$ cat src/design/lzw_pkg.sv
// Package for the LZW stream encoder: widths, shared structs and constants.
// Used by every design module but lzw_ram and the channel interfaces; no dependencies.
`default_nettype none
package lzw_pkg;
	localparam int CODE_W   = 12;              // built maximum code width
	localparam int KEY_W    = CODE_W + 8;      // {prefix, byte}
	localparam int DEPTH    = 1 << CODE_W;     // hash table slots
	localparam int NC_W     = CODE_W + 1;      // next-code counter
	localparam int CW_W     = 5;               // code width field
	localparam int TAG_W    = 8;               // epoch tag
	localparam int SLOT_W   = TAG_W + CODE_W + KEY_W;
	localparam int ACC_W    = CODE_W + 7;      // packer accumulator
	localparam int CNT_W    = $clog2(ACC_W + 1);
	localparam int ADDR_W   = 3;               // APB byte address

	localparam logic [TAG_W-1:0] TAG_MAX   = {TAG_W{1'b1}};
	localparam logic [TAG_W-1:0] TAG_EMPTY = '0;
	localparam logic [TAG_W-1:0] TAG_FIRST = TAG_W'(1);
	localparam logic [NC_W-1:0]  FIRST_CODE = NC_W'(256);
	localparam logic [CW_W-1:0]  MIN_WIDTH  = CW_W'(9);
	localparam logic [CW_W-1:0]  MAX_WIDTH  = CW_W'(CODE_W);
	localparam logic [4:0]       WIDTH_CAP_RST = 5'd12;

	localparam logic [ADDR_W-1:0] REG_WIDTH_CAP = ADDR_W'(0);
	localparam logic [ADDR_W-1:0] REG_FULL_MODE = ADDR_W'(4);

	typedef struct packed {
		logic [4:0] width_cap;
		logic       reset_on_full;
	} cfg_t;

	typedef struct packed {
		logic [7:0] data_byte;
		logic       last_byte;
	} item_t;

	typedef struct packed {
		logic              valid;
		logic [CODE_W-1:0] code;
		logic [CW_W-1:0]   width;
		logic              flush;
	} code_req_t;

	typedef struct packed {
		logic [TAG_W-1:0]  tag;
		logic [CODE_W-1:0] code;
		logic [KEY_W-1:0]  key;
	} slot_t;
endpackage
`default_nettype wire

$ cat src/design/lzw_chan_if.sv
// Valid/ready channel interfaces for the encoder's byte input and output.
// No dependencies.
`default_nettype none
interface lzw_in_if;
	logic       valid;
	logic       ready;
	logic [7:0] data_byte;
	logic       last_byte;
	modport source (output valid, data_byte, last_byte, input ready);
	modport sink   (input valid, data_byte, last_byte, output ready);
endinterface

`default_nettype wire

$ cat src/design/lzw_front.sv
// Front end: APB config registers and a two-entry input item queue.
// Depends on lzw_pkg and lzw_chan_if.
`default_nettype none
module lzw_front (
	input  wire logic                       clk,
	input  wire logic                       arst_n,
	lzw_in_if.sink                          in_ch,
	input  wire logic                       psel,
	input  wire logic                       penable,
	input  wire logic                       pwrite,
	input  wire logic [lzw_pkg::ADDR_W-1:0] paddr,
	input  wire logic [31:0]                pwdata,
	output logic [31:0]                     prdata,
	output lzw_pkg::cfg_t                   cfg,
	output logic                            head_valid,
	output lzw_pkg::item_t                  head,
	input  wire logic                       pop
);
	lzw_pkg::cfg_t  cfg_q;
	lzw_pkg::item_t q_q [2];
	logic           wp_q, rp_q;
	logic [1:0]     cnt_q;
	logic           push;

	always_ff @(posedge clk or negedge arst_n) begin
		if (!arst_n) begin
			cfg_q.width_cap     <= lzw_pkg::WIDTH_CAP_RST;
			cfg_q.reset_on_full <= 1'b0;
		end else if (psel && penable && pwrite) begin
			unique case (paddr)
				lzw_pkg::REG_WIDTH_CAP: cfg_q.width_cap     <= pwdata[4:0];
				lzw_pkg::REG_FULL_MODE: cfg_q.reset_on_full <= pwdata[0];
				default: ;
			endcase
		end
	end

	always_comb begin
		unique case (paddr)
			lzw_pkg::REG_WIDTH_CAP: prdata = {27'd0, cfg_q.width_cap};
			lzw_pkg::REG_FULL_MODE: prdata = {31'd0, cfg_q.reset_on_full};
			default:                prdata = '0;
		endcase
	end

	assign cfg         = cfg_q;
	assign in_ch.ready = (cnt_q != 2'd2);
	assign push        = in_ch.valid && in_ch.ready;
	assign head_valid  = (cnt_q != 2'd0);
	assign head        = q_q[rp_q];

	always_ff @(posedge clk) begin
		if (push) begin
			q_q[wp_q] <= '{data_byte: in_ch.data_byte, last_byte: in_ch.last_byte};
		end
	end

	always_ff @(posedge clk or negedge arst_n) begin
		if (!arst_n) begin
			wp_q  <= 1'b0;
			rp_q  <= 1'b0;
			cnt_q <= 2'd0;
		end else begin
			if (push) wp_q <= ~wp_q;
			if (pop)  rp_q <= ~rp_q;
			cnt_q <= cnt_q + 2'(push) - 2'(pop);
		end
	end
endmodule
`default_nettype wire

$ cat src/flat_wrapper.sv
// flat-port wrapper written by rule: the top's interface ports become plain ports
module lzw_front_flat 
  (clk, arst_n, psel, penable, pwrite, paddr, pwdata, prdata, cfg, head_valid, head, pop, in_ch_valid, in_ch_data_byte, in_ch_last_byte, in_ch_ready);
  lzw_in_if in_ch_i ();
  input  wire logic clk;
  input  wire logic arst_n;
  input  wire logic psel;
  input  wire logic penable;
  input  wire logic pwrite;
  input  wire logic [lzw_pkg::ADDR_W-1:0] paddr;
  input  wire logic [31:0] pwdata;
  output logic [31:0] prdata;
  output lzw_pkg::cfg_t cfg;
  output logic head_valid;
  output lzw_pkg::item_t head;
  input  wire logic pop;
  input wire logic [$bits(in_ch_i.valid)-1:0] in_ch_valid;
  input wire logic [$bits(in_ch_i.data_byte)-1:0] in_ch_data_byte;
  input wire logic [$bits(in_ch_i.last_byte)-1:0] in_ch_last_byte;
  output wire logic [$bits(in_ch_i.ready)-1:0] in_ch_ready;
  assign in_ch_i.valid = in_ch_valid;
  assign in_ch_i.data_byte = in_ch_data_byte;
  assign in_ch_i.last_byte = in_ch_last_byte;
  assign in_ch_ready = in_ch_i.ready;
  lzw_front u_core (.clk(clk), .arst_n(arst_n), .in_ch(in_ch_i), .psel(psel), .penable(penable), .pwrite(pwrite), .paddr(paddr), .pwdata(pwdata), .prdata(prdata), .cfg(cfg), .head_valid(head_valid), .head(head), .pop(pop));
endmodule
$ cat config.mk
export PLATFORM = sky130hd
export DESIGN_NAME = lzw_front_flat
export DESIGN_NICKNAME = d
export VERILOG_FILES = /design/src/design/lzw_pkg.sv /design/src/design/lzw_chan_if.sv /design/src/design/lzw_front.sv /design/src/flat_wrapper.sv
export SDC_FILE = /design/constraint.sdc
export NUM_CORES = 1
export LEC_CHECK = 0
export BUFFER_PORTS_ARGS = -buffer_cell sky130_fd_sc_hd__buf_2
export CAP_MARGIN = 40
export CORE_MARGIN = 5
export CORE_UTILIZATION = 40
export CTS_CLUSTER_DIAMETER = 150
export CTS_CLUSTER_SIZE = 16
export DETAILED_ROUTE_END_ITERATION = 8
export PLACE_DENSITY_LB_ADDON = 0.08
export SETUP_SLACK_MARGIN = 0.5
export SYNTH_ARGS = -nofsm -noshare
export SYNTH_HDL_FRONTEND = slang
export SYNTH_SLANG_ARGS = --single-unit
$ cat constraint.sdc
create_clock -name clk -period 1.9 [get_ports clk]
set_clock_uncertainty 0.2 [all_clocks]
set_input_delay 0.38 -clock clk [delete_from_list [all_inputs] [get_ports clk]]
set_output_delay 0.38 -clock clk [all_outputs]
set_load 0.005 [all_outputs]
# Yosys cells after proc, flatten, opt, wreduce, memory -nomap -nowiden
# Memories as Yosys holds them, arrays and structs flattened.
# Index checks and enable logic that the tools add are counted.
# totals
elab_cells,22
inputBits,51
ramBits,18
reg_bits,10
output_inout_bits,49
mem_count,1
# classes
bitwise_logic,2
n_mux,3
reduce_logical,7
eq_ne,2
n_addsub,2
# mem_list
memory,words,word_bits,read_ports,rd_clocked_by_memory_dff,wr,line_no,text
u_core.q_q,2,9,1,0,1,lzw_front.sv:20,lzw_pkg::item_t q_q [2];
# op_table
operator,n
5-bit one-hot mux with 2 select lines,1
2-bit AND reduction,2
3-bit equality test (second input constant),1
1-bit logical AND,3
3-bit logical NOT,1
2-bit by 1-bit adder with 2-bit output,1
1-bit two-way mux,2
2-bit != test (second input constant),1
1-bit inverter,2
2-bit nonzero test,1
2-bit by 1-bit subtractor with 2-bit output,1

# Longest topological paths before layout
# Gate-level depths: netlist of run 1.
# depth
depth_word,4
ltp_mapped,6

# Worst setup path after synthesis of run 1
# Ideal clock, no wire load.
# synth_timing
path_kind,reg-to-reg
start,register u_core.cnt_q[1]
end,"memory u_core.q_q[0][0] in the netlist's numbering, enable pin"
path_slack_ns,0.313
setup_time_ns,0.374
arrival_ns,1.013
path_stages_with_launch,4
cell_sequence,dfrtp_1 -> nand2b_1 -> nand2_1 -> nor2_1
# synth_between
elab_chain_len,4
# synth_rtl
item,line_no,text
"start, declared",lzw_front.sv:22,logic [1:0] cnt_q;
"start signal, assigned",lzw_front.sv:66,cnt_q <= cnt_q + 2'(push) - 2'(pop);
2-bit != test,lzw_front.sv:47,assign in_ch.ready = (cnt_q != 2'd2);
net in_ch_ready,flat_wrapper.sv:20,output wire logic [$bits(in_ch_i.ready)-1:0] in_ch_ready;
1-bit logical AND,lzw_front.sv:48,assign push = in_ch.valid && in_ch.ready;
1-bit two-way mux,lzw_front.sv:53,if (push) begin
1-bit two-way mux (not written as such),lzw_front.sv:54,"q_q[wp_q] <= '{data_byte: in_ch.data_byte, last_byte: in_ch.last_byte};"
"end, declared",lzw_front.sv:20,
# The timed path passes the listed nets, and every way through them passes these cells.

==> impl_summary.txt, run 1 <==
----------------------------------------------------
[Synth]
  Number of synthesized register bits ... 28
  Number of warning messages in the yosys log ... 0
  Primary FF master, synth ... edfxtp_1
  Average instance area after synthesis ... roughly 14 um^2
  EDFF count, synth ... 18
  Top cell type's share of synthesized area ... 39.3%
  Number of distinct standard cells referenced by the synthesized netlist ... 24
  Most area-hungry cell type in the Yosys netlist ... edfxtp_1
  FFs w/ async S/R, synth ... 35.7%
  Synth area leaders ... edfxtp_1 39%, buf_4 15%, dfrtp_1 15%
  Post-Syn Area ... 1380 um^2
  Cells after synthesis ... 97
  Sequential element share of the synthesized area ... 57.6%

[Cells and area]
  Diodes inserted ... 0
  Layout overhead on the synthesized area ... 44.8%
  Number of non-filler instances in the completed layout ... 212
  Number of nets in the layout ... 220
  Fraction of layout instances using a drive strength above 1 ... 57.2%

[Placed design]
  Final RePlAce weighted congestion ... 0.706
  Dpl cells ... ~190
  Number of I/O port buffers ... 45
  Final HPWL DP ... 2000 um

[STA]
  Final-layout worst hold slack ... a little under 50 ps
  Slew Viols, Final ... 0
  Maximum clock frequency ... 533 MHz
  Final sum of negative setup slack ... 0 ps
  Clock period minus worst slack ... roughly 1900 ps
  Tcrit/Tclk final ... 98.8%
  Setup repair after global routing missed its margin ... yes
  Final hold violation count ... 0
  Final setup violating endpoints ... 0

[Global routing]
  Maximum number of pins on one net before global-route repair ... 17
  Remaining global-route overflow ... 0
  Wire length of the first global-routing pass ... 4100 um
  Global-route usage over all layers ... 11.9%
  Number of global-route vias before repair ... about 940
  Initial antenna violation count ... 0

[Setup path]
  Data required time of the critical path ... 1320 ps
  List of cells traversed by the critical path ... buf_6, mux2_2, buf_2
  Critical path's largest stage delay ... ~400 ps
  Category of the worst setup path capture point ... output port
  WP depth ... 3
  Type of the worst setup path ... reg2out
  Largest delay share family, worst path ... flip-flops
  Top fanout value on the critical path ... 5
  Combined buffer and inverter count along the critical path ... 2
  Critical path data arrival time ... 1300 ps
  Crit path max-delay cell type ... dfrtp_2
  Kind of launch point of the worst setup path ... register
  Reg2reg path depth ... 6

[Detailed routing]
  Routed length per instance ... 13.4 um
  Vias per inst ... 4.16
  DRC violation count after routing ... 0
  First-pass detailed-route iteration total ... 4
  Antenna viol nets, final ... 0
  Number of violations reported at the end of detailed-routing iteration 0 ... 35
  WL final ... 2850 um
  Total vias in the final route ... 881

[Worst hold path]
  Worst hold path depth ... 2
  Worst hold-check path type ... in2reg

[CTS]
  Clk root buf ... clkbuf_4
  TritonCTS clock tree ... done
  H-tree Lvls ... 1
  Number of clock buffers inserted by TritonCTS ... 3
  Clock transition at the registers of the reported paths ... 130 ps
  CTS Buffer Depth ... 2
  Clk_lat worst skew ... 310 ps
  Clock sink total ... 28

[Floorplan]
  Floorplan row count ... 21
  Initial standard-cell utilization of the core ... between 40% and 50%
  Area of the core region ... 3340 um^2
  Floorplan die height ... 68.7 um
  Width of the die ... 68.7 um
  I/O pin count ... 100
  Area of the die ... 4710 um^2

[Pwr]
  Pwr dens ... 1140 nW/um^2
  Maximum VDD drop ... 0.589 mV
  Leakage power of the design ... 0.921 nW

[Job]
  Max-Cap Viols ... 0

[Status]
  Outcome ... finished, final reports clean

----------------------------------------------------
[where the power goes]
| part | switching, W | total [W] | internal, W | leakage, nW |
|---|---|---|---|---|
| clock | 0.000163 | 0.000376 | 0.000213 | 0.0279 |
| sequential | 0.0000867 | 0.000918 | 0.000832 | 0.285 |
| combinational | 0.000368 | 0.000974 | 0.000606 | 0.609 |
| total | 0.000617 | 0.00227 | 0.00165 | 0.921 |
[repair_timing]
action,4_1_cts,5_1_grt
buffers inserted,12,1
pin swaps,5,6
endpoints found under the setup margin,42,34
endpoints found under the hold margin,10,11
cloned,0,1
resized for setup,37,7
hold buffers,1,7
[final cells by class]
| class | instances | area [um^2] |
|---|---|---|
| Fill cell | 292 | 1340 |
| Inverter | 3 | 11.3 |
| Clock buffer | 3 | 22.5 |
| Clock inverter | 1 | 30.0 |
| Sequential cell | 28 | 795 |
| Tap cell | 46 | 57.6 |
| Multi-Input combinational cell | 64 | 519 |
| Timing Repair Buffer | 67 | 558 |
[cells in the final DEF (no fill, tap or decap), types with 2 or more instances in the layout]
master and instances:
buf_4 4, conb_1 27, clkbuf_4 3, buf_6 22, edfxtp_1 18, and2_4 4, dfstp_2 2, mux2_4 7
dlygate4sd3_1 8, buf_2 30, nor3_1 2, xnor2_1 2, buf_8 2, mux2_2 8, dfrtp_1 7, inv_1 3
[synth_stat cells (2+ instances only)]
cell type and instances:
and2_2 4, mux2_2 10, edfxtp_1 18, ha_1 2, mux2_4 5, dfrtp_1 8, nor3_1 2, inv_1 3
xnor2_1 3, buf_4 27, dfstp_2 2
[logic make-up after synthesis]
| group | count (synthesis) | share of synthesized area, % |
|---|---|---|
| buffers and inverters | 32 | 16.7 |
| flip-flops | 28 | 57.6 |
| multiplexers | 16 | 14.4 |
| AND/OR/NAND/NOR | 14 | 6.64 |
| XOR/XNOR | 4 | 2.55 |
| adder cells (fa/ha/maj) | 2 | 1.82 |
| other | 1 | 0.272 |
[state kept, by name, summed over array words and instances (netlist names)]
register	cells
u_core.cfg	6
u_core.cnt_q	2
u_core.q_q	18
u_core.rp_q	1
u_core.wp_q	1
[final timing paths]
check                                startpoint  slack (ps)              end
worst max-delay path                u_core.rp_q          20          head[0]
worst min-delay path                        pop          50      u_core.rp_q
worst max register to register  u_core.cnt_q[0]         420  u_core.cnt_q[1]
worst min register to register      u_core.wp_q         410      u_core.wp_q
max in group asynchronous                arst_n        1010    u_core.cfg[3]
min in group asynchronous                arst_n         230    u_core.cfg[5]
[metal layers]
layer	global-route usage [%]	wire length, um	vias up
met5	0	0	-
met4	3.23	10	0
met3	3.89	237	2
met2	21.6	1560	41
met1	13.3	1040	420
li1	-	-	418
[per-stage QoR]
stage | setup slack (ps) | util (%) | total power (W) | instance area (um^2)
global placement | 159 | 46.9 | 0.00151 | 1570
detailed placement | 129 | 46.9 | 0.00153 | 1570
global route | -49.7 | 59.7 | 0.00242 | 1990
finish | 22.4 | 59.7 | 0.00227 | 1990
floorplan | 395 | - | 0.00134 | 1500
CTS | 4.26 | 56.2 | 0.00222 | 1870
No activity file was read; power rests on OpenSTA's default activity.
==> inputs of run 2 (changes only) <==
--- a/config.mk
+++ b/config.mk
@@ -13,7 +13,7 @@
 export CTS_CLUSTER_SIZE = 16
 export DETAILED_ROUTE_END_ITERATION = 8
 export PLACE_DENSITY_LB_ADDON = 0.08
-export SETUP_SLACK_MARGIN = 0.5
+export SETUP_SLACK_MARGIN = 0.3
 export SYNTH_ARGS = -nofsm -noshare
 export SYNTH_HDL_FRONTEND = slang
 export SYNTH_SLANG_ARGS = --single-unit
==> impl_summary.txt, run 2 (same netlist as run 1, synthesis figures left out) <==
----------------------------------------------------
[STA]
  Final setup margin ... 8.06 ps (-14.4 ps)
  Setup repair after global routing missed its margin ... yes
  Maximum clock frequency ... 529 MHz (-0.76%)
  Final setup violating endpoints ... 0 (unchanged)
  Clock period minus worst slack ... 1890 ps (+14.4 ps)
  Final sum of negative setup slack ... 0 ps (unchanged)
  Slew Viols, Final ... 0 (unchanged)
  Final hold violation count ... 0 (unchanged)
  Tcrit/Tclk final ... 99.6% (+0.76 points)

[Cells and area]
  Diodes inserted ... 0 (unchanged)
  Most flop-heavy register ... u_core.q_q
  Max FFs per register ... 18 (unchanged)
  Most frequent standard cell in the layout excluding fill and tap cells ... buf_2
  Fraction of layout instances using a drive strength above 1 ... 54.8% (-2.4 points)
  Post-route core utilization ... 55.6% (-4.1 points)
  Layout overhead on the synthesized area ... 34.8%
  Non-Filler Cell Area, Final ... 1860 um^2 (-6.9%)
  Number of non-filler instances in the completed layout ... 201 (-5.2%)
  Commonest cells after routing, fill and taps aside ... 28 x buf_2, 27 x conb_1, 21 x buf_6
  Number of nets in the layout ... 209 (-5.0%)

[Setup path]
  Most common cell type on the critical path ... buf_6
  Crit path max-delay cell type ... dfrtp_2
  Data required time of the critical path ... 1320 ps (about the same)
  Combined buffer and inverter count along the critical path ... 2 (unchanged)
  List of cells traversed by the critical path ... buf_6, mux2_4, buf_6
  Largest delay share family, worst path ... flip-flops
  Worst reg2reg path endpoint ... u_core.cnt_q[1]
  Critical path data arrival time ... 1310 ps (about the same)
  WP depth ... 3 (unchanged)
  Critical path's largest stage delay ... 440 ps (+40 ps)
  Top fanout value on the critical path ... 5 (unchanged)
  Reg2reg path depth ... 6 (unchanged)
  Critical register-to-register path startpoint ... u_core.cnt_q[0]
  Reg2reg setup slack ... 390 ps (-30 ps)
  Category of the worst setup path capture point ... output port
  Kind of launch point of the worst setup path ... register
  Type of the worst setup path ... reg2out

[CTS]
  Clock transition at the registers of the reported paths ... 140 ps (about the same)
  H-tree Lvls ... 1 (unchanged)
  CTS Buffer Depth ... 2 (unchanged)
  Clock sink total ... 28 (unchanged)
  TritonCTS clock tree ... done
  Number of clock buffers inserted by TritonCTS ... 3 (unchanged)
  Clk_lat worst skew ... 320 ps (about the same)
  Clk root buf ... clkbuf_4

[Worst hold path]
  Worst hold path depth ... 2 (unchanged)
  Hold Path Origin ... pop
  Hold path endpoint ... u_core.rp_q
  Worst hold-check path type ... in2reg

[Placed design]
  Final HPWL DP ... 1830 um (-8.3%)
  Pre-CTS setup slack ... 136 ps (+6.59 ps)
  Dpl cells ... 187 (+0.54%)
  Final RePlAce weighted congestion ... 0.751 (+6.4%)
  Number of I/O port buffers ... 45 (unchanged)
  Placed inst area ... 1550 um^2 (-0.88%)

[Floorplan]
  Floorplan die height ... 68.7 um (unchanged)
  I/O pin count ... 100 (unchanged)
  Area of the die ... 4710 um^2 (unchanged)
  Area of the core region ... 3340 um^2 (unchanged)
  Initial standard-cell utilization of the core ... 41.2% (unchanged)
  Width of the die ... 68.7 um (unchanged)
  Floorplan row count ... 21 (unchanged)

[Global routing]
  Maximum number of pins on one net before global-route repair ... 16 (-1)
  Initial antenna violation count ... 0 (unchanged)
  Number of global-route vias before repair ... 835 (-11%)
  Remaining global-route overflow ... 0 (unchanged)
  Global-route usage over all layers ... 10.8% (-1.1 points)
  Wire length of the first global-routing pass ... 3640 um (-11%)

[Status]
  Outcome ... finished, final reports clean

[Detailed routing]
  Antenna viol nets, final ... 0 (unchanged)
  Total vias in the final route ... 819 (-7.0%)
  DRC violation count after routing ... 0 (unchanged)
  Vias per inst ... 4.07 (-1.9%)
  First-pass detailed-route iteration total ... 3 (-1)
  Routed length per instance ... 12.6 um (-6.2%)
  Number of violations reported at the end of detailed-routing iteration 0 ... 24 (-31%)
  WL final ... 2530 um (-11%)

[Pwr]
  Leakage power of the design ... 0.864 nW (-6.2%)
  Maximum VDD drop ... 0.377 mV (-36%)
  Pwr dens ... 1120 nW/um^2 (-1.3%)

[Job]
  Max-Cap Viols ... 0 (unchanged)

----------------------------------------------------
run 2: cell types whose count changed in the layout (fill, tap and decap cells not counted), moves of 2 or more:
cell           change
buf_2              -2
dlygate4sd3_1      -5
mux2_2             -2
mux2_4             +2
run 2: worst max-delay path by stage:
stage	slack [ps]	end	start
2_1_floorplan	310	u_core.q_q[0][0]	u_core.cnt_q[1]
3_3_place_gp	130	u_core.cfg[2]	paddr[1]
3_5_place_dp	140	u_core.cfg[2]	paddr[1]
4_1_cts	-9	head[1]	u_core.rp_q
5_1_grt	-60	head[1]	u_core.rp_q
6_report	8	head[5]	u_core.rp_q
run 2: repair_timing:
action | CTS | global route
resized for setup | 23 | 20
hold endpoints to repair | 10 | 4
buffers inserted | 7 | 0
hold buffers | 1 | 2
pin swaps | 2 | 2
endpoints found under the setup margin | 23 | 29
run 2: report_power, final:
group | total (W) | switching [W] | internal (W)
clock | 0.000284 | 0.000166 | 0.000117
combinational | 0.000877 | 0.000325 | 0.000552
sequential | 0.000923 | 0.0000903 | 0.000832
total | 0.00208 | 0.000581 | 0.00150
run 2: final cells by class:
type	count	area, um^2
inverters	3	11.3
fillers	289	1480
clock buffers	4	36.3
multi-input cells	63	497
well taps	46	57.6
repair buffers	57	459
flip-flops and latches	28	795
run 2: stage by stage:
| stage | power, W | hold slack, ps |
|---|---|---|
| after CTS | 0.00197 | 20.1 |
| after floorplan | 0.00131 | -116 |
| after global routing | 0.00222 | 3.61 |
| final | 0.00208 | 34.5 |
| after detailed placement | 0.00151 | 55.6 |
| after global placement | 0.00149 | 51.1 |
run 2: per-layer routing:
layer | part of all wire, % | GRT usage (%)
met1 | 38 | 12.3
met2 | 49 | 18.0
met3 | 11 | 3.73
met4 | 1.7 | 5.21
met5 | 0 | 0
run 2: worst reg2reg max path, cell delays in order, from the launching register on:
cell and delay [ps]:
dfrtp_1 420, nand2b_4 160, nand2_2 120, inv_1 60, ha_1 200, xnor2_1 160, xnor2_1 130
==> inputs of run 3 (changes only) <==
==> constraint.sdc (replaced) <==
create_clock -name clk -period 2.1 [get_ports clk]
set_clock_uncertainty 0.2 [all_clocks]
set_input_delay 0.525 -clock clk [delete_from_list [all_inputs] [get_ports clk]]
set_output_delay 0.525 -clock clk [all_outputs]
set_load 0.005 [all_outputs]
==> impl_summary.txt, run 3 (same netlist as run 1, synthesis figures left out) <==
----------------------------------------------------
[Detailed routing]
  DRC violation count after routing ... 0 (unchanged)
  Vias per inst ... 4.20 (+3.1%)
  First-pass detailed-route iteration total ... 2 (-1)
  WL final ... 2470 um (-2.5%)
  Routed length per instance ... 12.3 um (-2.0%)
  Antenna viol nets, final ... 0 (unchanged)
  Total vias in the final route ... 840 (+2.6%)
  Number of violations reported at the end of detailed-routing iteration 0 ... 25 (+4.2%)

[CTS]
  Clk root buf ... clkbuf_4
  CTS Buffer Depth ... 2 (unchanged)
  Clk_lat worst skew ... 310 ps (about the same)
  Number of clock buffers inserted by TritonCTS ... 3 (unchanged)
  TritonCTS clock tree ... done
  Clock sink total ... 28 (unchanged)
  Clock transition at the registers of the reported paths ... 140 ps (about the same)
  H-tree Lvls ... 1 (unchanged)

[Setup path]
  Critical path data arrival time ... 1300 ps (about the same)
  Kind of launch point of the worst setup path ... register
  List of cells traversed by the critical path ... buf_6, mux2_2, buf_2
  Crit path max-delay cell type ... dfrtp_2
  Top fanout value on the critical path ... 5 (unchanged)
  Type of the worst setup path ... reg2out
  Critical path's largest stage delay ... 400 ps (-40 ps)
  Data required time of the critical path ... 1370 ps (+50 ps)
  Reg2reg setup slack ... 520 ps (+130 ps)
  Category of the worst setup path capture point ... output port

[Cells and area]
  Max FFs per register ... 18 (unchanged)
  Filler cell count ... 308 (+6.6%)
  Most frequent standard cell in the layout excluding fill and tap cells ... buf_2
  Number of nets in the layout ... 208 (-0.48%)
  Diodes inserted ... 0 (unchanged)
  Fraction of layout instances using a drive strength above 1 ... 53.9% (-0.94 points)
  Layout overhead on the synthesized area ... 26.2%
  Number of non-filler instances in the completed layout ... 200 (-0.50%)
  Post-route core utilization ... 52.0% (-3.6 points)
  Commonest cells after routing, fill and taps aside ... 37 x buf_2, 27 x conb_1, 18 x edfxtp_1
  Most flop-heavy register ... u_core.q_q

[Job]
  Max-Cap Viols ... 0 (unchanged)

[Placed design]
  Final RePlAce weighted congestion ... 0.747 (-0.45%)
  Number of I/O port buffers ... 45 (unchanged)
  Dpl cells ... 186 (-0.53%)
  Final HPWL DP ... 1800 um (-1.4%)

[Global routing]
  Number of global-route vias before repair ... 851 (+1.9%)
  Global-route usage over all layers ... 10.7% (-0.12 points)
  Wire length of the first global-routing pass ... 3660 um (+0.55%)
  Remaining global-route overflow ... 0 (unchanged)
  Maximum number of pins on one net before global-route repair ... 16 (unchanged)
  Initial antenna violation count ... 0 (unchanged)

[Floorplan]
  Floorplan die height ... 68.7 um (unchanged)
  Area of the core region ... 3340 um^2 (unchanged)
  Floorplan row count ... 21 (unchanged)
  Width of the die ... 68.7 um (unchanged)
  Area of the die ... 4710 um^2 (unchanged)
  Initial standard-cell utilization of the core ... 41.2% (unchanged)
  I/O pin count ... 100 (unchanged)

[STA]
  Final-layout worst hold slack ... 184 ps (+149 ps)
  Maximum clock frequency ... 495 MHz
  Setup repair after global routing missed its margin ... yes
  Final setup violating endpoints ... 0 (unchanged)
  Final hold violation count ... 0 (unchanged)
  Clock period minus worst slack ... 2020 ps
  Slew Viols, Final ... 0 (unchanged)
  Final sum of negative setup slack ... 0 ps (unchanged)
  Tcrit/Tclk final ... between 90% and 100%

[Pwr]
  Maximum VDD drop ... 0.387 mV (+2.7%)
  Design Power ... 0.00173 W (-17%)
  Leakage power of the design ... 0.816 nW (-5.6%)
  Pwr dens ... 994 nW/um^2 (-11%)

[Status]
  Outcome ... finished, final reports clean

[Worst hold path]
  Worst hold-check path type ... in2reg

----------------------------------------------------
==> run 3: worst paths after layout <==
path,startpoint,to,cells past startpoint
setup / recovery,u_core.rp_q,head[1],3
hold / removal,in_ch_last_byte,u_core.q_q[1][0],1
setup reg to reg,u_core.cnt_q[0],u_core.cnt_q[1],7
hold reg to reg,u_core.wp_q,u_core.wp_q,1
max in group asynchronous,arst_n,u_core.cfg[3],2
min in group asynchronous,arst_n,u_core.cfg[1],2
==> run 3: report_power, final <==
part	total, W	internal [W]	leakage (nW)	switching, W
clock network	0.000217	0.0000743	0.0150	0.000143
logic	0.000683	0.000412	0.516	0.000272
registers	0.000825	0.000753	0.285	0.0000723
total	0.00173	0.00124	0.816	0.000487
==> run 3: layer usage <==
| layer | global-route usage [%] | vias up | share of wire (%) |
|---|---|---|---|
| met5 | 0 | - | 0 |
| met4 | 4.47 | 0 | 1.5 |
| met3 | 3.24 | 5 | 11 |
| met2 | 18.2 | 49 | 50 |
| met1 | 12.4 | 394 | 37 |
| li1 | - | 392 | - |
==> run 3: metrics by stage <==
step | instance area [um^2] | worst slack (ps)
floorplan | 1470 | 409
global placement | 1550 | 99.6
detailed placement | 1550 | 61.9
CTS | 1660 | 60.6
global route | 1740 | 9.42
finish | 1740 | 79.4
==> run 3: what timing repair did <==
| item | in CTS | in global routing |
|---|---|---|
| buffers inserted | 4 | 5 |
| endpoints found under the hold margin | 8 | 0 |
| hold buffers | 1 | 0 |
| setup endpoints to repair | 15 | 16 |
| resized for setup | 16 | 8 |
| pin swaps | 3 | 3 |
==> run 3: area by class of cell <==
cell class | count | area [um^2] | share of cell area (%)
Clock buffer | 4 | 26.3 | 1.51
Inverter | 3 | 11.3 | 0.648
Multi-Input combinational cell | 63 | 472 | 27.2
Sequential cell | 28 | 795 | 45.7
Tap cell | 46 | 57.6 | 3.31
Timing Repair Buffer | 56 | 375 | 21.6
==> run 3: worst max-delay path: cells and delay by family (launching register included) <==
family	cells	cell delay (ps)
multiplexers	1	330
flip-flops	1	400
buffers and inverters	2	250
