[config.mk]
export PLATFORM = sky130hd
export DESIGN_NAME = lzw_pack_flat
export DESIGN_NICKNAME = d
export VERILOG_FILES = /design/src/design/lzw_pkg.sv /design/src/design/lzw_chan_if.sv /design/src/design/lzw_pack.sv /design/src/flat_wrapper.sv
export SDC_FILE = /design/constraint.sdc
export NUM_CORES = 1
export LEC_CHECK = 0
export ABC_AREA = 1
export BUFFER_PORTS_ARGS = -buffer_cell sky130_fd_sc_hd__buf_4
export CAP_MARGIN = 20
export CELL_PAD_IN_SITES_DETAIL_PLACEMENT = 1
export CELL_PAD_IN_SITES_GLOBAL_PLACEMENT = 2
export CORE_ASPECT_RATIO = 1.25
export CORE_MARGIN = 3
export CORE_UTILIZATION = 32
export CTS_CLUSTER_SIZE = 24
export DETAILED_ROUTE_END_ITERATION = 6
export PLACE_DENSITY = 0.74
export SLEW_MARGIN = 20
export SYNTH_ARGS = -nofsm -noshare
export SYNTH_HDL_FRONTEND = slang
export SYNTH_SLANG_ARGS = --single-unit
[constraint.sdc]
create_clock -name clk -period 2.8 [get_ports clk]
set_clock_uncertainty 0.05 [all_clocks]
set_input_delay 0.56 -clock clk [delete_from_list [all_inputs] [get_ports clk]]
set_output_delay 0.56 -clock clk [all_outputs]
set_load 0.02 [all_outputs]
[src/design/lzw_pkg.sv]
// Package for the LZW stream encoder: widths, shared structs and constants.
// Used by every design module but lzw_ram and the channel interfaces; no dependencies.
`default_nettype none
package lzw_pkg;
	localparam int CODE_W   = 12;              // built maximum code width
	localparam int KEY_W    = CODE_W + 8;      // {prefix, byte}
	localparam int DEPTH    = 1 << CODE_W;     // hash table slots
	localparam int NC_W     = CODE_W + 1;      // next-code counter
	localparam int CW_W     = 5;               // code width field
	localparam int TAG_W    = 8;               // epoch tag
	localparam int SLOT_W   = TAG_W + CODE_W + KEY_W;
	localparam int ACC_W    = CODE_W + 7;      // packer accumulator
	localparam int CNT_W    = $clog2(ACC_W + 1);
	localparam int ADDR_W   = 3;               // APB byte address

	localparam logic [TAG_W-1:0] TAG_MAX   = {TAG_W{1'b1}};
	localparam logic [TAG_W-1:0] TAG_EMPTY = '0;
	localparam logic [TAG_W-1:0] TAG_FIRST = TAG_W'(1);
	localparam logic [NC_W-1:0]  FIRST_CODE = NC_W'(256);
	localparam logic [CW_W-1:0]  MIN_WIDTH  = CW_W'(9);
	localparam logic [CW_W-1:0]  MAX_WIDTH  = CW_W'(CODE_W);
	localparam logic [4:0]       WIDTH_CAP_RST = 5'd12;

	localparam logic [ADDR_W-1:0] REG_WIDTH_CAP = ADDR_W'(0);
	localparam logic [ADDR_W-1:0] REG_FULL_MODE = ADDR_W'(4);

	typedef struct packed {
		logic [4:0] width_cap;
		logic       reset_on_full;
	} cfg_t;

	typedef struct packed {
		logic [7:0] data_byte;
		logic       last_byte;
	} item_t;

	typedef struct packed {
		logic              valid;
		logic [CODE_W-1:0] code;
		logic [CW_W-1:0]   width;
		logic              flush;
	} code_req_t;

	typedef struct packed {
		logic [TAG_W-1:0]  tag;
		logic [CODE_W-1:0] code;
		logic [KEY_W-1:0]  key;
	} slot_t;
endpackage
`default_nettype wire

[src/design/lzw_chan_if.sv]
// Valid/ready channel interfaces for the encoder's byte input and output.
// No dependencies.
`default_nettype none


interface lzw_out_if;
	logic       valid;
	logic       ready;
	logic [7:0] out_byte;
	logic       last_out;
	modport source (output valid, out_byte, last_out, input ready);
	modport sink   (input valid, out_byte, last_out, output ready);
endinterface
`default_nettype wire

[src/design/lzw_pack.sv]
// Bit packer: appends codes LSB first and ships whole bytes through an
// output register; a flush code drains the partial byte and marks the last.
// Depends on lzw_pkg and lzw_chan_if.
`default_nettype none
module lzw_pack (
	input  wire logic               clk,
	input  wire logic               arst_n,
	input  wire lzw_pkg::code_req_t req,
	output logic                    req_ready,
	lzw_out_if.source               out_ch
);
	logic [lzw_pkg::ACC_W-1:0]  acc_q;
	logic [lzw_pkg::CNT_W-1:0]  cnt_q;
	logic                       flush_q;
	logic                       ov_q, ol_q;
	logic [7:0]                 ob_q;
	logic                       free, avail, full_byte;
	logic [lzw_pkg::CODE_W-1:0] mask;

	assign full_byte = (cnt_q >= lzw_pkg::CNT_W'(8));
	assign free      = !ov_q || out_ch.ready;
	assign avail     = full_byte || (flush_q && cnt_q != '0);
	assign req_ready = !full_byte && !flush_q;
	assign mask      = lzw_pkg::CODE_W'((lzw_pkg::NC_W'(1) << req.width) - lzw_pkg::NC_W'(1));

	assign out_ch.valid    = ov_q;
	assign out_ch.out_byte = ob_q;
	assign out_ch.last_out = ol_q;

	always_ff @(posedge clk) begin
		if (avail && free) begin
			ob_q <= acc_q[7:0];
			ol_q <= flush_q && (cnt_q <= lzw_pkg::CNT_W'(8));
		end
	end

	always_ff @(posedge clk or negedge arst_n) begin
		if (!arst_n) begin
			acc_q   <= '0;
			cnt_q   <= '0;
			flush_q <= 1'b0;
			ov_q    <= 1'b0;
		end else begin
			if (avail && free) begin
				ov_q <= 1'b1;
				if (flush_q && cnt_q <= lzw_pkg::CNT_W'(8)) begin
					acc_q   <= '0;
					cnt_q   <= '0;
					flush_q <= 1'b0;
				end else begin
					acc_q <= acc_q >> 8;
					cnt_q <= cnt_q - lzw_pkg::CNT_W'(8);
				end
			end else begin
				if (free) ov_q <= 1'b0;
				if (req.valid && req_ready) begin
					acc_q   <= acc_q | (lzw_pkg::ACC_W'(req.code & mask) << cnt_q[2:0]);
					cnt_q   <= cnt_q + lzw_pkg::CNT_W'(req.width);
					flush_q <= req.flush;
				end
			end
		end
	end
endmodule
`default_nettype wire

[src/flat_wrapper.sv]
// flat-port wrapper written by rule: the top's interface ports become plain ports
module lzw_pack_flat 
  (clk, arst_n, req, req_ready, out_ch_valid, out_ch_out_byte, out_ch_last_out, out_ch_ready);
  lzw_out_if out_ch_i ();
  input  wire logic clk;
  input  wire logic arst_n;
  input  wire lzw_pkg::code_req_t req;
  output logic req_ready;
  output wire logic [$bits(out_ch_i.valid)-1:0] out_ch_valid;
  output wire logic [$bits(out_ch_i.out_byte)-1:0] out_ch_out_byte;
  output wire logic [$bits(out_ch_i.last_out)-1:0] out_ch_last_out;
  input wire logic [$bits(out_ch_i.ready)-1:0] out_ch_ready;
  assign out_ch_valid = out_ch_i.valid;
  assign out_ch_out_byte = out_ch_i.out_byte;
  assign out_ch_last_out = out_ch_i.last_out;
  assign out_ch_i.ready = out_ch_ready;
  lzw_pack u_core (.clk(clk), .arst_n(arst_n), .req(req), .req_ready(req_ready), .out_ch(out_ch_i));
endmodule
# Word level (Yosys, flattened, before mapping)

Index checks and enable logic that the tools add are counted.

Add/sub/neg operators: 3
Order comparisons: 2
Equality and inequality tests: 1
Shift operators: 2
Multiplexer cells: 11
Bitwise operators: 2
Reductions and logical operators: 14

Operator list:

| kind                    | count |
|---|---|
| $mux W19                | 2 |
| $or A19 B19 Y19         | 1 |
| $shl A19 B3 Y19         | 1 |
| $mux W5                 | 3 |
| $and A12 B12 Y12        | 1 |
| $shl A1 B5 Y12 const A  | 1 |
| $sub A12 B2 Y12 const B | 1 |
| $mux W11                | 1 |
| $add A5 B5 Y5           | 1 |
| $ge A5 B4 Y1 const B    | 1 |
| $le A5 B4 Y1 const B    | 1 |
| $logic_and A1 B1 Y1     | 5 |
| $mux W1                 | 5 |
| $reduce_bool A5 Y1      | 1 |
| $sub A5 B4 Y5 const B   | 1 |
| $reduce_bool A2 Y1      | 2 |
| $logic_not A1 Y1        | 3 |
| $logic_or A1 B1 Y1      | 2 |
| $ne A2 B2 Y1 const B    | 1 |
| $reduce_and A2 Y1       | 1 |

Register bits: 35
Input port bits: 22
Logic and storage cells: 41

# Logic depth before layout (Yosys ltp)

Gate-level depths: netlist of run 1.

Word-level depth: 7
Gate-level depth with buffers: 17

# Worst setup path after synthesis of run 1

OpenSTA, ideal clock, no wires.

Path type: input-to-reg
Start: in req[5] in the netlist's numbering
End: reg u_core.acc_q[8] in the netlist's numbering
Arrival: 2.000 ns
Required time: 2.685 ns
Slack: 0.685 ns
Stages: 17
Cells stage by stage: inv_2 > nand2_2 > nor2_1 > nand2_2 > ha_1 > clkbuf_1 > nand2_1 > nor2_1 > nor2_1 > nand3_1 > nand2_1 > nand2_1 > nand3_1 > nand3_1 > nand2_1 > nand2_1 > nand2_1

Cells in the longest elaborated chain, start to end: 7

RTL lines:

| item                 | line              | text |
|---|---|---|
| start, declared      | flat_wrapper.sv:7 | `input wire lzw_pkg::code_req_t req;` |
| $shl A1 B5 Y12       | lzw_pack.sv:24    | `assign mask = lzw_pkg::CODE_W'((lzw_pkg::NC_W'(1) << req.width) - lzw_pkg::NC_W'(1));` |
| $sub A12 B2 Y12      | lzw_pack.sv:24    |  |
| $and A12 B12 Y12     | lzw_pack.sv:57    | `acc_q <= acc_q \| (lzw_pkg::ACC_W'(req.code & mask) << cnt_q[2:0]);` |
| $shl A19 B3 Y19      | lzw_pack.sv:57    |  |
| $or A19 B19 Y19      | lzw_pack.sv:57    |  |
| $mux W19             | lzw_pack.sv:56    | `if (req.valid && req_ready) begin` |
| $mux W19             | lzw_pack.sv:44    | `if (avail && free) begin` |
| end signal, assigned | lzw_pack.sv:51    | `acc_q <= acc_q >> 8;` |
| end signal, assigned | lzw_pack.sv:57    |  |
| end, declared        | lzw_pack.sv:12    | `logic [lzw_pkg::ACC_W-1:0] acc_q;` |

Every way passes these cells. The select of a mux whose other input is x is not followed.
A chain may end at the register's enable or synchronous reset.

# Worst setup path in the final report of run 1

Same ends and word-level chain as after synthesis.

==> results of run 1 <==
==> final cells by class <==
| type | count | area share (%) |
|---|---|---|
| well taps | 90 | 3.967 |
| flip-flops and latches | 35 | 32.44 |
| inverters | 39 | 5.156 |
| multi-input cells | 246 | 44.60 |
| clock buffers | 5 | 2.424 |
| repair buffers | 38 | 10.05 |
| clock inverters | 3 | 1.366 |
==> logic make-up (layout without fill, tap and decap cells) <==
| logic type | count (synthesis) | in the layout | synth area share [%] |
|---|---|---|---|
| and+or+nand+nor | 196 | 196 | 38.00 |
| buffers and inverters | 51 | 85 | 8.768 |
| AOI/OAI and AO/OA | 39 | 39 | 9.395 |
| DFF | 35 | 35 | 38.41 |
| adders and majority gates | 7 | 7 | 3.967 |
| xor gates and xnor gates | 4 | 4 | 1.461 |
==> path summary, 6_finish.rpt <==
| path | cells after the start | startpoint | to |
|---|---|---|---|
| setup / recovery | 17 | req[5] | u_core.acc_q[8]$_DFFE_PN0P_ |
| hold / removal | 1 | arst_n | u_core.flush_q$_DFFE_PN0P_ |
| setup reg to reg | 10 | u_core.cnt_q[2]$_DFFE_PN0P_ | u_core.acc_q[2]$_DFFE_PN0P_ |
| hold reg to reg | 0 | u_core.acc_q[2]$_DFFE_PN0P_ | u_core.out_ch.out_byte[2]$_DFFE_PP_ |
| max in group asynchronous | 1 | arst_n | u_core.acc_q[17]$_DFFE_PN0P_ |
| min in group clk | 0 | u_core.acc_q[2]$_DFFE_PN0P_ | u_core.out_ch.out_byte[2]$_DFFE_PP_ |
==> registers in the layout, indices dropped and copies added (netlist names) <==
| name | flops |
|---|---|
| u_core.acc_q | 19 |
| u_core.out_ch.last_out | 1 |
| u_core.flush_q | 1 |
| u_core.out_ch.out_byte | 8 |
| u_core.cnt_q | 5 |
| u_core.out_ch.valid | 1 |
==> layer usage <==
| layer | GRT usage (%) | wire [um] |
|---|---|---|
| met5 | 0 | 0 |
| met4 | 5.693 | 141 |
| met3 | 2.078 | 171 |
| met2 | 33.09 | 3722 |
| met1 | 22.00 | 3333 |
==> cell usage in the layout, fill, tap and decap left out, types with 3 or more instances in the layout <==
cell type / n
nand2_2: 3
buf_4: 38
o21ai_1: 4
inv_1: 30
a21oi_1: 11
nand4_1: 11
edfxtp_1: 9
nor2_1: 18
o211ai_1: 3
dfrtp_1: 26
o22ai_1: 3
ha_1: 6
nand3_1: 56
inv_2: 8
o21ai_0: 11
nand2_1: 96
nor2_4: 3
xor2_1: 4
clkbuf_8: 5
==> critical path: cells and delay by family <==
kind                     cells  cell delay (ps)
adder cells (fa/ha/maj)      1              320
buffers and inverters        2              200
AND/OR/NAND/NOR             14             1370
==> metrics by stage <==
step / cells / hold WS (ps) / cell area (sq um) / worst slack [ps] / utilization (%)
2_1_floorplan: 332 / 214.4 / 2397 / 685.5 / -
3_3_place_gp: 448 / 383.2 / 2731 / 275.4 / 38.45
3_5_place_dp: 448 / 397.4 / 2731 / 223.3 / 38.45
4_1_cts: 456 / 135.6 / 2839 / 511.5 / 39.96
5_1_grt: 456 / 147.4 / 2839 / 243.5 / 39.96
6_report: 456 / 126.3 / 2839 / 534.6 / 39.96
==> report_power, final <==
part           switching [W]  internal (W)
Sequential          0.000126      0.000751
Combinational        0.00118      0.000612
Clock               0.000190      0.000261
Total                0.00150       0.00162
==> impl_metrics.env, run 1 <==
export IMPL_grtUsageTotal_pct=17.92
export IMPL_syn_inst=332
export IMPL_fmax_mhz=441.4
export IMPL_path_max_fanout=8
export IMPL_start_util_pct=33.74
export IMPL_multiInputGateArea_sq_um=1266
export IMPL_via_count=2302
export IMPL_synth_fp_nets=361
export IMPL_netlist_area_leader_share_pct=27.14
export IMPL_period_needed_ps=2265
export IMPL_grt_pass1_wl_mm=12.13
export IMPL_yosys_warnings=0
export IMPL_slew_viol_final=0
export IMPL_yosysTopAreaCell="dfrtp_1"
export IMPL_crit_slowest_cell="ha_1"
export IMPL_drv_cap=0
export IMPL_ctsHoldBuffers=0
export IMPL_grt_start_max_net_pins=27
export IMPL_synthArstFlopShare_pct=74.29
export IMPL_ys_flop_type="dfrtp_1"
export IMPL_die_width_um=83.42
export IMPL_min_path_type="in2async"
export IMPL_grt_setup_unrepaired="false"
export IMPL_clockRootBuffer="clkbuf_8"
export IMPL_tns_ps=0
export IMPL_drive_gt1_share_pct=18.03
export IMPL_cts_buffer_depth=2
export IMPL_gp_congestion=0.7949
export IMPL_seqCellArea_sq_um=920.9
export IMPL_grt_overflow_total=0
export IMPL_viasPerCell=5.048
export IMPL_crit_top_cell="nand2_1"
export IMPL_dr_pass1_iters=4
export IMPL_synth_most_common_cell="nand2_1"
export IMPL_ant_nets=0
export IMPL_setup_viol=0
export IMPL_start_kind="input pin"
export IMPL_clkLatencyLatePin_ps=290
export IMPL_total_power_w=0.003125
export IMPL_cts_tree="done"
export IMPL_cts_buffers_inserted=5
export IMPL_avgSynthCellArea_sq_um=7.221
export IMPL_clk_pin_slew_ps=70
export IMPL_crit_path_cell_trace="buf_4 > inv_2 > nand2_2 > nor2_1 > nand2_2 > ha_1 > nand2_1 > nor2_1 > nor2_1 > nand3_1 > nand2_1 > nand2_1 > nand3_1 > nand3_1 > nand2_1 > nand2_1 > nand2_1"
export IMPL_wirelength_mm=7.368
export IMPL_dp_hpwl_mm=5.942
export IMPL_drc=0
export IMPL_vdd_drop_max_mv=0.4661
export IMPL_io_pins=33
export IMPL_htree_levels=2
export IMPL_p_leak_nw=1.418
export IMPL_cts_resized=0
export IMPL_wl_per_cell_um=16.16
export IMPL_regToRegSetupSlack_ps=670
export IMPL_drtIter0Drc=78
export IMPL_n_fill_cell=904
export IMPL_final_nets=394
export IMPL_ys_seq_elements=35
export IMPL_cts_setup_buffers=0
export IMPL_synth_edf_count=9
export IMPL_crit_type="in2reg"
export IMPL_fp_coreArea_sq_um=7104
export IMPL_critPathArrivalTime_ps=2440
export IMPL_clock_sinks=35
export IMPL_period_share_pct=80.91
export IMPL_io_buffers=32
export IMPL_status="finished, final reports clean"
export IMPL_cellPowerDensity_nw_per_um2=1101
export IMPL_grt_pass1_vias=2383
export IMPL_yosysSeqAreaShare_pct=38.41
export IMPL_tightest_slew_ps=476.1
export IMPL_syn_cell_area_sq_um=2397
export IMPL_slew_headroom_pct=67.99
export IMPL_fp_dieH_um=102.8
export IMPL_slowest_delay_ps=320
export IMPL_synth_common_cells="96 x nand2_1, 56 x nand3_1, 30 x inv_1"
export IMPL_die_area_sq_um=8573
export IMPL_num_rows=34
export IMPL_ys_types=38
export IMPL_syn_to_final_growth_pct=18.42
export IMPL_antenna_found_initial=0
export IMPL_synth_area_top_cells="dfrtp_1 27%, nand2_1 15%, nand3_1 12%, edfxtp_1 11%, inv_1 4.7%"
export IMPL_finalHoldViolCount=0
export IMPL_diodes=0
export IMPL_end_kind="flip-flop"
export IMPL_required_ps=2980
Note: power is estimated with default switching activity, not from simulation.
==> inputs of run 2 (changes only) <==
- ABC_AREA: 1 -> 0
- PLACE_DENSITY: 0.74 -> 0.72
- clock period: 2.8 -> 1.9 ns (I/O delays scaled with it)
==> run 2 against run 1 <==
Against the previous run: the run now ends with setup timing left; routed wire length up 23%; worst hold slack better by 130 ps; critical path depth down 7; clock power up 17%; global-route usage up 2.2 points; power up 95%; worst setup slack worse by 880 ps; register-to-register slack worse by 890 ps; critical endpoint unchanged; sequential share of layout area down 9.9 points; non-clock buffer count up 87; largest power group unchanged; die area up 5.9%; via count up 17%.
==> impl_metrics.env, run 2 <==
export IMPL_regMostFlops="u_core.acc_q"
export IMPL_fp_dieH_um=105.8
export IMPL_tns_ps=-6284
export IMPL_grt_start_max_net_pins=27
export IMPL_antenna_found_initial=0
export IMPL_wl_per_cell_um=18.50
export IMPL_grt_overflow_total=0
export IMPL_p_comb_share_pct=69.3
export IMPL_viasPerCell=5.488
export IMPL_synth_area_top_cells="dfrtp_1 26%, edfxtp_1 11%, nand2_1 4.3%, a21oi_1 3.3%, nor2_1 3.1%"
export IMPL_required_ps=2060
export IMPL_ys_types=71
export IMPL_period_needed_ps=2244
export IMPL_post_route_util_pct=54.05
export IMPL_total_power_w=0.006092
export IMPL_end_kind="flip-flop"
export IMPL_final_common_cell="buf_4"
export IMPL_synth_edf_count=9
export IMPL_slew_viol_final=0
export IMPL_clk_pin_slew_ps=80
export IMPL_grt_pass1_wl_mm=14.43
export IMPL_yosys_warnings=0
export IMPL_drv_cap=0
export IMPL_fmax_mhz=445.6
export IMPL_num_rows=35
export IMPL_drc=0
export IMPL_die_area_sq_um=9082
export IMPL_synth_most_common_cell="nand2_1"
export IMPL_cts_buffers_inserted=5
export IMPL_path_max_fanout=5
export IMPL_syn_to_final_growth_pct=60.60
export IMPL_ant_nets=0
export IMPL_min_path_type="in2reg"
export IMPL_syn_inst=284
export IMPL_diodes=0
export IMPL_cts_buffer_depth=2
export IMPL_ys_flop_type="dfrtp_1"
export IMPL_largest_reg_flops=19
export IMPL_dr_pass1_iters=4
export IMPL_syn_cell_area_sq_um=2550
export IMPL_seqPwrFrac_pct=22.0
export IMPL_grt_setup_unrepaired="true"
export IMPL_layout_common_cells="100 x buf_4, 28 x nand2_1, 25 x dfrtp_1, 19 x buf_6, 15 x nor2_1"
export IMPL_cellPowerDensity_nw_per_um2=1488
export IMPL_dp_hpwl_mm=6.740
export IMPL_die_width_um=85.84
export IMPL_worstSetupStartpoint="req[1]"
export IMPL_clockRootBuffer="clkbuf_8"
export IMPL_crit_type="in2reg"
export IMPL_clkLatencyLatePin_ps=290
export IMPL_wirelength_mm=9.065
export IMPL_clock_sinks=35
export IMPL_critPathArrivalTime_ps=2410
export IMPL_io_buffers=32
export IMPL_synth_common_cells="29 x nand2_1, 26 x dfrtp_1, 21 x nor2_1"
export IMPL_via_count=2689
export IMPL_p_int_w=0.003490
export IMPL_ys_seq_elements=35
export IMPL_setup_ws_ps=-344.0
export IMPL_synthArstFlopShare_pct=74.29
export IMPL_finalHoldViolCount=0
export IMPL_status="finished, violations left"
export IMPL_post_place_ws_ps=-769.5
export IMPL_p_switching_w=0.002602
export IMPL_gp_congestion=0.8261
export IMPL_pwr_share_clk_pct=8.7
export IMPL_vdd_drop_max_mv=0.8554
export IMPL_grtUsageTotal_pct=20.16
export IMPL_fp_coreArea_sq_um=7576
export IMPL_io_pins=33
export IMPL_slew_headroom_pct=69.34
export IMPL_yosysSeqAreaShare_pct=36.11
export IMPL_switching_share_pct=42.72
export IMPL_start_util_pct=33.66
export IMPL_yosysTopAreaCell="dfrtp_1"
export IMPL_period_share_pct=118.1
export IMPL_hold_start="req[0]"
export IMPL_cts_tree="done"
export IMPL_setup_viol=35
export IMPL_tightest_slew_ps=458.9
export IMPL_r2r_start="u_core.cnt_q[1]$_DFFE_PN0P_"
export IMPL_holdWs_ps=252.3
export IMPL_violations="setup timing"
export IMPL_htree_levels=2
export IMPL_netlist_area_leader_share_pct=25.52
export IMPL_p_leak_nw=1.769
export IMPL_synth_fp_nets=313
export IMPL_final_nets=426
export IMPL_start_kind="input pin"
export IMPL_drtIter0Drc=96
export IMPL_drive_gt1_share_pct=51.51
export IMPL_grt_pass1_vias=2731
export IMPL_avgSynthCellArea_sq_um=8.979
[run 2: what timing repair did]
item / in CTS / in global routing
gates cloned: 2 / 0
endpoints found under the hold margin: 26 / 0
gates resized for setup: 45 / 49
endpoints found under the setup margin: 32 / 35
pin swaps: 17 / 26
hold buffers: 1 / 0
buffers inserted: 13 / 5
[run 2: path summary, 6_finish.rpt]
| path | end | slack [ps] | depth (start not counted) |
|---|---|---|---|
| setup / recovery | u_core.acc_q[8]$_DFFE_PN0P_ | -340 | 10 |
| hold / removal | u_core.flush_q$_DFFE_PN0P_ | 250 | 2 |
| setup reg to reg | u_core.acc_q[9]$_DFFE_PN0P_ | -220 | 7 |
| hold reg to reg | u_core.out_ch.out_byte[5]$_DFFE_PP_ | 400 | 0 |
| max in group asynchronous | u_core.cnt_q[0]$_DFFE_PN0P_ | 1030 | 2 |
| min in group asynchronous | u_core.out_ch.valid$_DFFE_PN0P_ | 480 | 2 |
[run 2: cells by family (layout without fill, tap and decap cells)]
group                    Yosys count  after routing  synth area share (%)
flip-flops                        35             35                 36.11
XOR/XNOR                           3              3                 1.031
buffers and inverters             33            147                 6.525
multiplexers                       4              4                 1.619
adder cells (fa/ha/maj)            7              7                 3.729
AO/OA/AOI/OAI                     97             97                 28.90
AND/OR/NAND/NOR                  105            105                 22.08
[run 2: cell type report]
cell class | instances | area, sq um
tap | 92 | 115.1
fill | 858 | 3481
clock inverter | 2 | 8.758
sequential | 35 | 922.1
clock buffer | 6 | 72.57
inverter | 14 | 68.82
multi-input combinational | 216 | 1818
timing repair buffer | 125 | 1090
[run 2: metal layers]
layer	part of all wire (%)	up-vias	global-route usage, %
met3	2.8	25	1.955
met2	54	63	36.11
met4	2.8	0	7.466
met1	40	1318	24.56
li1	-	1283	-
met5	0	-	0
[run 2: through the flow]
stage | instance area (sq um) | instances
after floorplan | 2648 | 284
after global placement | 3425 | 461
after detailed placement | 3425 | 461
after CTS | 3861 | 485
after global routing | 4095 | 490
final | 4095 | 490
[run 2: worst max-delay path, stage by stage]
cell and delay [ps]:
buf_8 100, nor4_4 300, nand2_2 120, ha_4 190
or4_4 440, a21oi_4 160, o211ai_1 120, and2_4 150
mux2_4 280, o211ai_2 160
[run 2: power by group through the flow]
stage | Clock [W] | Sequential, W | Combinational [W]
floorplan | 0 | 0.00142 | 0.00170
global placement | 0 | 0.00131 | 0.00309
detailed placement | 0 | 0.00133 | 0.00318
CTS | 0.000536 | 0.00132 | 0.00387
global route | 0.000574 | 0.00137 | 0.00457
finish | 0.000529 | 0.00134 | 0.00422
==> inputs of run 3 (changes only) <==
- CORE_UTILIZATION: 32 -> 33
- CTS_BUF_LIST: default -> sky130_fd_sc_hd__clkbuf_8
- MAX_ROUTING_LAYER: default -> met4
- PLACE_DENSITY: 0.72 -> 0.74
==> run 3 against run 2 <==
Against the previous run: the run still ends with setup timing left; combinational power is 14% higher; clock-buffer cell count decreased by 1; highest routed layer unchanged; non-clock buffer count grew 8.
==> impl_metrics.env, run 3 (synthesis results as in run 2) <==
export IMPL_status="finished, violations left"
export IMPL_violations="setup timing"
export IMPL_dr_pass1_iters=4
export IMPL_die_width_um=84.63
export IMPL_clk_pin_slew_ps=70
export IMPL_num_rows=35
export IMPL_stdcell_count=498
export IMPL_crit_path_cell_trace="buf_8 > nor4_4 > nand2_2 > ha_4 > or4_4 > a21oi_4 > o211ai_1 > and2_4 > mux2_4 > o211ai_2"
export IMPL_vdd_drop_max_mv=0.8347
export IMPL_multiInputGateArea_sq_um=1922
export IMPL_final_nets=434
export IMPL_tns_ps=-7144
export IMPL_wl_per_cell_um=20.58
export IMPL_drt_met1_wl_mm=3.887
export IMPL_syn_to_final_growth_pct=70.95
export IMPL_clockRootBuffer="clkbuf_8"
export IMPL_finalHoldViolCount=0
export IMPL_fp_dieH_um=104.3
export IMPL_grt_overflow_total=0
export IMPL_grtUsageTotal_pct=23.44
export IMPL_stdcell_area_sq_um=4359
export IMPL_end_kind="flip-flop"
export IMPL_slowest_delay_ps=460
export IMPL_p_leak_nw=1.882
export IMPL_htree_levels=2
export IMPL_fmax_mhz=435.8
export IMPL_drtIter0Drc=121
export IMPL_grt_pass1_wl_mm=15.99
export IMPL_setup_viol=33
export IMPL_min_path_type="in2reg"
export IMPL_io_pins=33
export IMPL_postPlaceCellArea_sq_um=3372
export IMPL_wirelength_mm=10.25
export IMPL_cellPowerDensity_nw_per_um2=1564
export IMPL_grt_pass1_vias=2956
export IMPL_crit_slowest_cell="or4_4"
export IMPL_drv_cap=0
export IMPL_tightest_slew_ps=549.3
export IMPL_io_buffers=32
export IMPL_regMostFlops="u_core.acc_q"
export IMPL_start_util_pct=34.25
export IMPL_highest_layer="met4"
export IMPL_final_common_cell="buf_4"
export IMPL_largest_reg_flops=19
export IMPL_period_share_pct=120.8
export IMPL_period_needed_ps=2294
export IMPL_crit_type="in2reg"
export IMPL_wl_met2_mm=5.733
export IMPL_start_kind="input pin"
export IMPL_diodes=0
export IMPL_placed_cells=454
export IMPL_layout_common_cells="96 x buf_4, 28 x buf_6, 25 x nand2_1, 23 x dfrtp_1, 15 x nor2_1"
export IMPL_post_place_ws_ps=-740.8
export IMPL_required_ps=2070
export IMPL_critPathArrivalTime_ps=2470
export IMPL_ant_nets=0
export IMPL_seqCellArea_sq_um=924.6
export IMPL_gp_congestion=0.8182
export IMPL_drive_gt1_share_pct=55.67
export IMPL_n_fill_cell=825
export IMPL_path_max_fanout=5
export IMPL_grt_start_max_net_pins=27
export IMPL_drc=0
export IMPL_clock_sinks=35
export IMPL_die_area_sq_um=8825
export IMPL_fp_coreArea_sq_um=7445
export IMPL_cts_tree="done"
export IMPL_setup_ws_ps=-394.4
export IMPL_dp_hpwl_mm=6.532
export IMPL_slew_viol_final=0
export IMPL_cts_buffer_depth=2
export IMPL_cts_buffers_inserted=5
export IMPL_clkLatencyLatePin_ps=290
export IMPL_via_count=2787
export IMPL_post_route_util_pct=58.55
export IMPL_slew_headroom_pct=63.07
export IMPL_wl_met3_um=318
export IMPL_viasPerCell=5.596
export IMPL_grt_setup_unrepaired="true"
export IMPL_antenna_found_initial=0
-- run 3: cell types whose count changed in the layout (fill, tap and decap cells not counted), moves of 3 or more --
cell / delta
nand2_1: -3
nand2_2: +3
buf_6: +9
buf_4: -4
a21oi_2: +3
a21oi_1: -3
-- run 3: path summary, 6_finish.rpt --
kind                            slack [ps]  cells after the start                                  end                        start
worst max-delay path                  -390                     10          u_core.acc_q[8]$_DFFE_PN0P_                       req[5]
worst min-delay path                   260                      2           u_core.flush_q$_DFFE_PN0P_                       req[0]
worst max register to register        -230                      7          u_core.acc_q[8]$_DFFE_PN0P_  u_core.cnt_q[0]$_DFFE_PN0P_
worst min register to register         410                      0  u_core.out_ch.out_byte[4]$_DFFE_PP_  u_core.acc_q[4]$_DFFE_PN0P_
max in group asynchronous             1030                      2          u_core.cnt_q[0]$_DFFE_PN0P_                       arst_n
min in group asynchronous              490                      2          u_core.cnt_q[3]$_DFFE_PN0P_                       arst_n
-- run 3: worst max-delay path: cells and delay by family --
family / cells / cell delay [ps]
fa+ha+maj: 1 / 190
compound gates: 3 / 430
buf+inv: 1 / 110
simple gates: 4 / 1070
mux: 1 / 280
-- run 3: final cells by class --
class	instances	area share [%]
well taps	92	2.641
clock buffers	5	1.579
multi-input cells	216	44.09
repair buffers	133	28.19
flip-flops and latches	35	21.21
inverters	14	1.406
clock inverters	3	0.8898
-- run 3: per-stage QoR --
stage	total power, W	hold WS (ps)
floorplan	0.003118	34.41
global placement	0.004402	265.6
detailed placement	0.004493	264.7
CTS	0.006262	260.5
global route	0.007195	279.1
finish	0.006817	259.4
-- run 3: layer usage --
layer | vias to the layer above | GRT usage [%]
met4 | 0 | 6.561
met5 | - | -
met2 | 69 | 43.06
met3 | 28 | 1.981
li1 | 1297 | -
met1 | 1393 | 26.88
-- run 3: what timing repair did --
action                                  4_1_cts  5_1_grt
pin swaps                                    29       36
hold buffers                                  1        0
gates cloned                                  3        0
endpoints found under the hold margin        26        0
buffers inserted                             21       14
gates resized for setup                      83       46
endpoints found under the setup margin       35       35
-- run 3: power breakdown --
| part | switching (W) | internal (W) |
|---|---|---|
| logic | 0.00234 | 0.00244 |
| registers | 0.000254 | 0.00111 |
| clock network | 0.000284 | 0.000384 |
| total | 0.00288 | 0.00394 |
